==> config.mk <==
export PLATFORM = sky130hd
export DESIGN_NAME = msb_first_bit_reader
export DESIGN_NICKNAME = d
export VERILOG_FILES = /design/src/rtl/mfbr_pkg.sv /design/src/rtl/mfbr_front.sv /design/src/rtl/mfbr_queue.sv /design/src/rtl/mfbr_back.sv /design/src/rtl/msb_first_bit_reader.sv
export SDC_FILE = /design/constraint.sdc
export NUM_CORES = 1
export LEC_CHECK = 0
export ABC_AREA = 1
export BUFFER_PORTS_ARGS = -buffer_cell sky130_fd_sc_hd__buf_2
export CORE_ASPECT_RATIO = 1.5
export CORE_MARGIN = 8
export CORE_UTILIZATION = 30
export DETAILED_ROUTE_END_ITERATION = 16
export MAX_ROUTING_LAYER = met4
export PLACE_DENSITY = 0.48
export SLEW_MARGIN = 20
export SYNTH_ARGS = -nofsm -noshare
export SYNTH_HDL_FRONTEND = slang
export SYNTH_SLANG_ARGS = --single-unit
==> constraint.sdc <==
create_clock -name i_clk -period 11.7 [get_ports i_clk]
set_clock_uncertainty 0.15 [all_clocks]
set_input_delay 1.17 -clock i_clk [delete_from_list [all_inputs] [get_ports i_clk]]
set_output_delay 1.17 -clock i_clk [all_outputs]
set_load 0.1 [all_outputs]
==> src/rtl/mfbr_pkg.sv <==
`default_nettype none
// ----------------------------------------------------------------------------
// mfbr_pkg
// Shared types, constants and helpers of the MSB-first bit reader.
// ----------------------------------------------------------------------------
package mfbr_pkg;

    localparam int FUNC_W     = 3;
    localparam int COUNT_W    = 26;
    localparam int WORD_W     = 32;
    localparam int BITS_W     = 6;
    localparam int SHIFT_W    = 5;
    localparam int OUT_ADDR_W = 24;

    // Function codes carried on the func field.
    localparam logic [FUNC_W-1:0] FUNC_READ_N     = 3'd0;
    localparam logic [FUNC_W-1:0] FUNC_READ_32    = 3'd1;
    localparam logic [FUNC_W-1:0] FUNC_SKIP_N     = 3'd2;
    localparam logic [FUNC_W-1:0] FUNC_SKIP_LONG  = 3'd3;
    localparam logic [FUNC_W-1:0] FUNC_START      = 3'd4;
    localparam logic [FUNC_W-1:0] FUNC_LOAD_WORD  = 3'd5;

    localparam logic [BITS_W-1:0] WINDOW_FULL = 6'd32;
    localparam logic [WORD_W-1:0] BYTE1_MASK  = 32'h0000_FF00;

    // Decoded operation class, worked out by the front end.
    typedef enum logic [2:0] {
        OP_READ,
        OP_READ32,
        OP_SKIP,
        OP_SKIP_LONG,
        OP_START,
        OP_LOAD,
        OP_BAD
    } t_op;

    // One queued item: class, bits needed from the window, raw fields.
    typedef struct packed {
        t_op                op;
        logic [BITS_W-1:0]  need;
        logic [COUNT_W-1:0] count;
        logic [WORD_W-1:0]  word;
    } t_item;

    // The memory word carries its first stream byte in bits 7:0.
    function automatic logic [WORD_W-1:0] swap_bytes(input logic [WORD_W-1:0] w);
        swap_bytes = ((w & 32'h0000_00FF) << 24) | ((w & BYTE1_MASK) << 8) |
                     ((w >> 8) & BYTE1_MASK) | (w >> 24);
    endfunction

endpackage
`default_nettype wire

==> src/rtl/mfbr_front.sv <==
`default_nettype none
// ----------------------------------------------------------------------------
// mfbr_front
// Accepts input transfers, decodes the function code and pushes the item.
// ----------------------------------------------------------------------------
module mfbr_front (
    input  wire logic                        i_in_valid,
    output logic                             o_in_stall,
    input  wire logic [mfbr_pkg::FUNC_W-1:0]  i_func,
    input  wire logic [mfbr_pkg::COUNT_W-1:0] i_count,
    input  wire logic [mfbr_pkg::WORD_W-1:0]  i_word,
    input  wire logic                        i_queue_full,
    output logic                             o_push,
    output mfbr_pkg::t_item                  o_item
);
    import mfbr_pkg::*;

    t_op op;

    always_comb begin
        unique case (i_func)
            FUNC_READ_N:    op = OP_READ;
            FUNC_READ_32:   op = OP_READ32;
            FUNC_SKIP_N:    op = OP_SKIP;
            FUNC_SKIP_LONG: op = OP_SKIP_LONG;
            FUNC_START:     op = OP_START;
            FUNC_LOAD_WORD: op = OP_LOAD;
            default:        op = OP_BAD;
        endcase
    end

    assign o_in_stall = i_queue_full;
    assign o_push     = i_in_valid && !i_queue_full;

    // A full-word read needs all 32 bits; short reads and skips use count[4:0].
    assign o_item.op    = op;
    assign o_item.need  = (op == OP_READ32) ? WINDOW_FULL : {1'b0, i_count[SHIFT_W-1:0]};
    assign o_item.count = i_count;
    assign o_item.word  = i_word;

endmodule
`default_nettype wire

==> src/rtl/mfbr_queue.sv <==
`default_nettype none
// ----------------------------------------------------------------------------
// mfbr_queue
// Two-entry item queue between the front end and the execution stage.
// ----------------------------------------------------------------------------
module mfbr_queue (
    input  wire logic            i_clk,
    input  wire logic            i_rst_n,
    input  wire logic            i_push,
    input  wire mfbr_pkg::t_item i_item,
    input  wire logic            i_pop,
    output mfbr_pkg::t_item      o_item,
    output logic                 o_empty,
    output logic                 o_full,
    output logic [1:0]           o_level
);
    import mfbr_pkg::*;

    localparam int Depth = 2;

    t_item      r_mem [Depth];
    logic       r_wr_ptr, n_wr_ptr;
    logic       r_rd_ptr, n_rd_ptr;
    logic [1:0] r_level, n_level;

    always_comb begin
        n_wr_ptr = i_push ? ~r_wr_ptr : r_wr_ptr;
        n_rd_ptr = i_pop  ? ~r_rd_ptr : r_rd_ptr;
        n_level  = r_level;
        if (i_push && !i_pop) begin
            n_level = r_level + 2'd1;
        end else if (i_pop && !i_push) begin
            n_level = r_level - 2'd1;
        end
    end

    always_ff @(posedge i_clk) begin
        if (!i_rst_n) begin
            r_wr_ptr <= 1'b0;
            r_rd_ptr <= 1'b0;
            r_level  <= 2'd0;
        end else begin
            r_wr_ptr <= n_wr_ptr;
            r_rd_ptr <= n_rd_ptr;
            r_level  <= n_level;
        end
    end

    always_ff @(posedge i_clk) begin
        if (i_push) begin
            r_mem[r_wr_ptr] <= i_item;
        end
    end

    assign o_item  = r_mem[r_rd_ptr];
    assign o_empty = (r_level == 2'd0);
    assign o_full  = (r_level == 2'(Depth));
    assign o_level = r_level;

endmodule
`default_nettype wire

==> src/rtl/mfbr_back.sv <==
`default_nettype none
// ----------------------------------------------------------------------------
// mfbr_back
// Execution stage: bit window, word pointer, load ordering and result register.
// ----------------------------------------------------------------------------
module mfbr_back #(
    parameter int WORD_ADDR_BITS = 24
) (
    input  wire logic                           i_clk,
    input  wire logic                           i_rst_n,
    input  wire logic                           i_valid,
    input  wire mfbr_pkg::t_item                i_item,
    output logic                                o_pop,
    output logic                                o_out_valid,
    input  wire logic                           i_out_stall,
    output logic [mfbr_pkg::WORD_W-1:0]         o_value,
    output logic [mfbr_pkg::OUT_ADDR_W-1:0]     o_word_address,
    output logic                                o_word_taken,
    output logic                                o_load_needed,
    output logic                                o_bad_order
);
    import mfbr_pkg::*;

    localparam int OffW = COUNT_W + 1;
    localparam int ExtW = (WORD_ADDR_BITS > OUT_ADDR_W) ? WORD_ADDR_BITS : OUT_ADDR_W;

    logic [WORD_W-1:0]         r_window, n_window;
    logic [BITS_W-1:0]         r_bits, n_bits;
    logic [WORD_ADDR_BITS-1:0] r_ptr, n_ptr;
    logic                      r_pending, n_pending;
    logic [SHIFT_W-1:0]        r_shift, n_shift;

    logic                      r_out_valid;
    logic [WORD_W-1:0]         r_value;
    logic                      r_taken;
    logic                      r_bad;

    logic [WORD_W-1:0]         swapped;
    logic [WORD_W-1:0]         head;
    logic [WORD_W-1:0]         got;
    logic [WORD_W-1:0]         fill_window;
    logic [BITS_W-1:0]         remain;
    logic                      short_window;
    logic [OffW-1:0]           offset;
    logic [WORD_W-1:0]         value;
    logic                      taken;
    logic                      bad;
    logic [ExtW-1:0]           ptr_ext;

    assign o_pop = i_valid && (!r_out_valid || !i_out_stall);

    // Shared datapath. A shift by 32 on a 32-bit value gives zero, which covers
    // the zero-length read and the empty-window refill without special arms.
    assign swapped      = swap_bytes(i_item.word);
    assign head         = r_window >> (WINDOW_FULL - i_item.need);
    assign short_window = (r_bits < i_item.need);
    assign remain       = r_bits + WINDOW_FULL - i_item.need;
    assign fill_window  = swapped << (WINDOW_FULL - remain);
    assign got          = swapped >> remain;
    assign offset       = OffW'(i_item.count) + OffW'(64) - OffW'(r_bits);

    always_comb begin
        n_window  = r_window;
        n_bits    = r_bits;
        n_ptr     = r_ptr;
        n_pending = r_pending;
        n_shift   = r_shift;
        value     = '0;
        taken     = 1'b0;
        bad       = (i_item.op == OP_BAD) ||
                    (r_pending && i_item.op != OP_LOAD) ||
                    (!r_pending && i_item.op == OP_LOAD);
        if (!bad) begin
            unique case (i_item.op)
                OP_READ, OP_READ32, OP_SKIP: begin
                    if (short_window) begin
                        n_window = fill_window;
                        n_bits   = remain;
                        n_ptr    = r_ptr + WORD_ADDR_BITS'(1);
                        taken    = 1'b1;
                        value    = head | got;
                    end else begin
                        n_window = r_window << i_item.need;
                        n_bits   = r_bits - i_item.need;
                        value    = head;
                    end
                    if (i_item.op == OP_SKIP) begin
                        value = '0;
                    end
                end
                OP_SKIP_LONG: begin
                    // The offset is biased by two words to keep it positive.
                    n_ptr     = r_ptr + WORD_ADDR_BITS'(offset >> SHIFT_W)
                                - WORD_ADDR_BITS'(2);
                    n_shift   = offset[SHIFT_W-1:0];
                    n_pending = 1'b1;
                end
                OP_START: begin
                    n_ptr     = WORD_ADDR_BITS'(i_item.count >> 2);
                    n_shift   = {i_item.count[1:0], 3'b000};
                    n_pending = 1'b1;
                end
                OP_LOAD: begin
                    n_window  = swapped << r_shift;
                    n_bits    = WINDOW_FULL - BITS_W'(r_shift);
                    n_ptr     = r_ptr + WORD_ADDR_BITS'(1);
                    n_pending = 1'b0;
                    n_shift   = '0;
                    taken     = 1'b1;
                end
                default: begin
                end
            endcase
        end
    end

    always_ff @(posedge i_clk) begin
        if (!i_rst_n) begin
            r_window    <= '0;
            r_bits      <= '0;
            r_ptr       <= '0;
            r_pending   <= 1'b0;
            r_shift     <= '0;
            r_out_valid <= 1'b0;
        end else begin
            if (o_pop) begin
                r_window  <= n_window;
                r_bits    <= n_bits;
                r_ptr     <= n_ptr;
                r_pending <= n_pending;
                r_shift   <= n_shift;
            end
            if (o_pop) begin
                r_out_valid <= 1'b1;
            end else if (!i_out_stall) begin
                r_out_valid <= 1'b0;
            end
        end
    end

    always_ff @(posedge i_clk) begin
        if (o_pop) begin
            r_value <= value;
            r_taken <= taken;
            r_bad   <= bad;
        end
    end

    // The state registers already hold the post-item pointer and pending flag.
    assign ptr_ext        = ExtW'(r_ptr);
    assign o_out_valid    = r_out_valid;
    assign o_value        = r_value;
    assign o_word_address = ptr_ext[OUT_ADDR_W-1:0];
    assign o_word_taken   = r_taken;
    assign o_load_needed  = r_pending;
    assign o_bad_order    = r_bad;

endmodule
`default_nettype wire

==> src/rtl/msb_first_bit_reader.sv <==
`default_nettype none
// ----------------------------------------------------------------------------
// msb_first_bit_reader
// MSB-first bitstream reader over 32-bit memory words with load ordering.
// ----------------------------------------------------------------------------
//
//  Channel  Direction  Handshake                    Payload
//  -------  ---------  ---------------------------  ---------------------------
//  in       to block   i_in_valid / o_in_stall      i_func, i_count, i_word
//  out      from block o_out_valid / i_out_stall    o_value, o_word_address,
//                                                   o_word_taken,
//                                                   o_load_needed, o_bad_order
//
//  One transfer in gives exactly one transfer out. The sustained rate is one
//  item per cycle while the output is not stalled; each result passes through
//  the queue and then the result register before it appears.
//  The rate is set by the execution stage, which updates the bit window and
//  word pointer once per item with combinational shifts, adds and a compare.
//  Reset is synchronous and active low; it empties the queue and clears the
//  window, pointer and pending load. No clearing pass is needed after reset.
//  A stall on the output holds the result register; the two-entry queue keeps
//  taking transfers until it fills, then the input stalls.
//
module msb_first_bit_reader #(
    parameter int WORD_ADDR_BITS = 24
) (
    input  wire logic                             i_clk,
    input  wire logic                             i_rst_n,
    input  wire logic                             i_in_valid,
    output logic                                  o_in_stall,
    input  wire logic [mfbr_pkg::FUNC_W-1:0]       i_func,
    input  wire logic [mfbr_pkg::COUNT_W-1:0]      i_count,
    input  wire logic [mfbr_pkg::WORD_W-1:0]       i_word,
    output logic                                  o_out_valid,
    input  wire logic                             i_out_stall,
    output logic [mfbr_pkg::WORD_W-1:0]           o_value,
    output logic [mfbr_pkg::OUT_ADDR_W-1:0]       o_word_address,
    output logic                                  o_word_taken,
    output logic                                  o_load_needed,
    output logic                                  o_bad_order
);
    import mfbr_pkg::*;

    logic       push;
    logic       pop;
    t_item      front_item;
    t_item      head_item;
    logic       queue_empty;
    logic       queue_full;
    logic [1:0] queue_level;

    // The front end decodes the function code so that the execution stage
    // sees an operation class and the bits it needs beside the raw count and word.
    mfbr_front u_front (
        .i_in_valid   (i_in_valid),
        .o_in_stall   (o_in_stall),
        .i_func       (i_func),
        .i_count      (i_count),
        .i_word       (i_word),
        .i_queue_full (queue_full),
        .o_push       (push),
        .o_item       (front_item)
    );

    // The queue lets the front end keep taking transfers while the result
    // register is stalled, and the back end drain while the input is idle.
    mfbr_queue u_queue (
        .i_clk   (i_clk),
        .i_rst_n (i_rst_n),
        .i_push  (push),
        .i_item  (front_item),
        .i_pop   (pop),
        .o_item  (head_item),
        .o_empty (queue_empty),
        .o_full  (queue_full),
        .o_level (queue_level)
    );

    // The back end owns all reader state. Ordering violations are detected
    // here since they depend on whether a load word is pending.
    mfbr_back #(
        .WORD_ADDR_BITS (WORD_ADDR_BITS)
    ) u_back (
        .i_clk          (i_clk),
        .i_rst_n        (i_rst_n),
        .i_valid        (!queue_empty),
        .i_item         (head_item),
        .o_pop          (pop),
        .o_out_valid    (o_out_valid),
        .i_out_stall    (i_out_stall),
        .o_value        (o_value),
        .o_word_address (o_word_address),
        .o_word_taken   (o_word_taken),
        .o_load_needed  (o_load_needed),
        .o_bad_order    (o_bad_order)
    );

    // An ignored item neither consumes the word nor returns any bits.
    a_bad_is_inert: assert property (@(posedge i_clk) disable iff (!i_rst_n)
        o_out_valid && o_bad_order |-> !o_word_taken && o_value == '0)
        else $error("ignored item consumed a word or returned data");

    // An item that leaves a load pending never consumes the supplied word.
    a_pending_no_take: assert property (@(posedge i_clk) disable iff (!i_rst_n)
        o_out_valid && o_load_needed |-> !o_word_taken)
        else $error("word taken while a load is still pending");

    // The queue never holds more than its two entries.
    a_queue_bound: assert property (@(posedge i_clk) disable iff (!i_rst_n)
        queue_level <= 2'd2)
        else $error("item queue overflow");

    // A transfer popped from the queue always lands in the result register.
    a_pop_to_out: assert property (@(posedge i_clk) disable iff (!i_rst_n)
        pop |=> o_out_valid)
        else $error("popped item did not produce a result");

endmodule
`default_nettype wire
==> impl_metrics.tcl <==
set metrics [dict create \
    status "complete, no violations" \
    cts_setup_buffers 0 \
    slowest_stage "ha_1" \
    drtIter0Drc 2148 \
    antenna_found_initial 2 \
    synth_cells 3388 \
    wl_per_cell_microns 22.65 \
    tightest_slew_ns 1.142 \
    relSlewSlack_pct 23.80 \
    arrival_ns 6.57 \
    dieArea_sq_mm 0.08182 \
    cp-start-kind "register" \
    max_stage_delay_ns 1.05 \
    track_usage_pct 23.86 \
    cts_inserted_buffers 28 \
    die-width_microns 236.2 \
    yosysSeqAreaShare_pct 29.90 \
    fmax_mhz 159.2 \
    ys_top_cells_by_area "edfxtp_1 23%, nand3_1 17%, nand2_1 16%" \
    synthesis.area_sq_mm 0.02183 \
    cts_buffer_depth 3 \
    die_h_microns 346.4 \
    synth_top_area_share_pct 23.11 \
    gp_congestion 0.9637 \
    cts_tree "yes" \
    cts-root-buf "clkbuf_16" \
    reg2reg_slack_ns 5.42 \
    syn_nets 3551 \
    drc 0 \
    grt_max_degree 70 \
    vias 23620 \
    slew_violations 0 \
    dp_cells 4300 \
    io_buffers 125 \
    crit_buf_inv 3 \
    period_minus_slack_ns 6.282 \
    cp-end-kind "register" \
    final-hold-violation-count 0 \
    stdcell_count 4354 \
    maxCapViolations 0 \
    htreeDepth 1 \
    synthArstFlopShare_pct 0 \
    synth_common_cells "933 x nand2_1, 740 x nand3_1, 294 x inv_1, 211 x a21oi_1, 195 x o21ai_0" \
    fin_crit_sh_pct 53.69 \
    synthFlopType "edfxtp_1" \
    final_nets 3571 \
    avgSynthCellArea_sq_um 6.442 \
    synth_edf_count 168 \
    setup_viol 0 \
    synth.most_common_cell "nand2_1" \
    viasPerCell 5.424 \
    grt.overflow.total 0 \
    drt_first_pass_iters 6 \
    rows 121 \
    postLayoutCoreUtil_pct 33.34 \
    postRouteWirelength_microns 98610 \
    grt_setup_unrepaired "no" \
    syn2layout_area_growth_pct 10.55 \
    core_area_sq_mm 0.07237 \
    start_util_pct 30.16 \
    cts.sinks 242 \
    clkTransAtPathRegs_ns 0.08 \
    criticalPathCategory "reg2reg" \
    grt_pass1_vias 23610 \
    setup_tns_ns 0 \
    critPathMostFrequentCell "nand3_1" \
    post_cts_resized 0 \
    worstSkewPairLatency_ns 0.63 \
    cp_cell_sequence "inv_2 -> nand2_1 -> nand2_2 -> ha_1 -> fa_1 -> buf_4 -> ha_1 -> inv_1 -> nand3_1 -> nand3_1 -> nand3_1 -> nand3_1 -> nand2_1 -> nand3_1 -> nand2_1 -> a21oi_1" \
    cts_hold_buf 0 \
    grt_pass1_wl_microns 145300 \
    crit_required_ns 11.99 \
    min_path_type "reg2reg" \
    crit_family "simple AND/OR/NAND/NOR gates" \
    crit_path_max_fanout 37 \
    ant_nets 0 \
    yosysWarnings 0 \
    yosysUniqueCellTypes 58 \
    ys_ff_latch 242 \
    synth_top_area_cell "edfxtp_1" \
    ioPinCount 126 \
    dp_hpwl_microns 78190 \
    drive_gt1_share_pct 7.959 \
]
[final timing paths]
check | from | end | cells after the start
setup / recovery | register | u_back.r_window[17] | 16
hold reg to reg | u_queue.r_rd_ptr | register | 1
hold / removal | u_queue.r_rd_ptr | register | 1
setup reg to reg | register | u_back.r_window[17] | 16
[cells in the final DEF, fill, tap and decap left out, drive strengths merged, types with 37 or more instances in the layout]
| cell | n |
|---|---|
| a21oi | 211 |
| ha | 90 |
| nand2 | 941 |
| buf | 160 |
| dfxtp | 74 |
| nor2 | 183 |
| inv | 305 |
| nand4 | 37 |
| o21ai | 210 |
| edfxtp | 168 |
| nand3 | 741 |
[per-layer routing]
metal / GRT usage (%) / share of wire, % / up-vias
met5: - / 0 / -
met4: 15.84 / 7.8 / 0
met3: 2.290 / 3.9 / 253
met2: 44.65 / 53 / 750
met1: 23.13 / 35 / 11060
li1: - / - / 11550
[cell type report]
class | count | area [sq um]
fill | 8190 | 48240
multi-input combinational | 2667 | 13450
sequential | 242 | 6528
inverter | 309 | 1167
tap | 922 | 1154
timing repair buffer | 160 | 888.4
clock buffer | 34 | 743.2
clock inverter | 18 | 190.2
antenna | 2 | 5.005
[per-stage QoR]
step           instance area [sq um]  hold WS [ns]  worst slack, ns
2_1_floorplan                  21830        0.2757            6.923
4_1_cts                        24120        0.2944            5.566
5_1_grt                        24130        0.3221            5.012
6_report                       24130        0.2928            5.418
3_5_place_dp                   23190        0.2981            5.581
3_3_place_gp                   23190        0.2897            5.492
[flip-flops by register name, summed over array words and instances, names as in the netlist, named ones only]
signal	cells
u_back.r_bits	6
u_queue.r_rd_ptr	1
u_queue.o_level	2
u_back.o_load_needed	1
u_queue.r_mem	134
u_back.o_word_address	24
u_back.o_bad_order	1
u_back.r_shift	5
u_queue.r_wr_ptr	1
u_back.r_window	32
u_back.o_word_taken	1
u_back.o_out_valid	1
u_back.o_value	32
[cell families after synthesis]
logic type | after synthesis | synth area share (%)
and+or+nand+nor | 2002 | 40.52
AOI/OAI and AO/OA | 519 | 12.95
buffers and inverters | 479 | 8.627
DFF | 242 | 29.90
adders and majority gates | 98 | 5.893
xor gates and xnor gates | 46 | 2.018
muxes | 2 | 0.09172
Power is not shown: default switching activity piles up to over one toggle a cycle in this logic, so the estimate is an artifact.
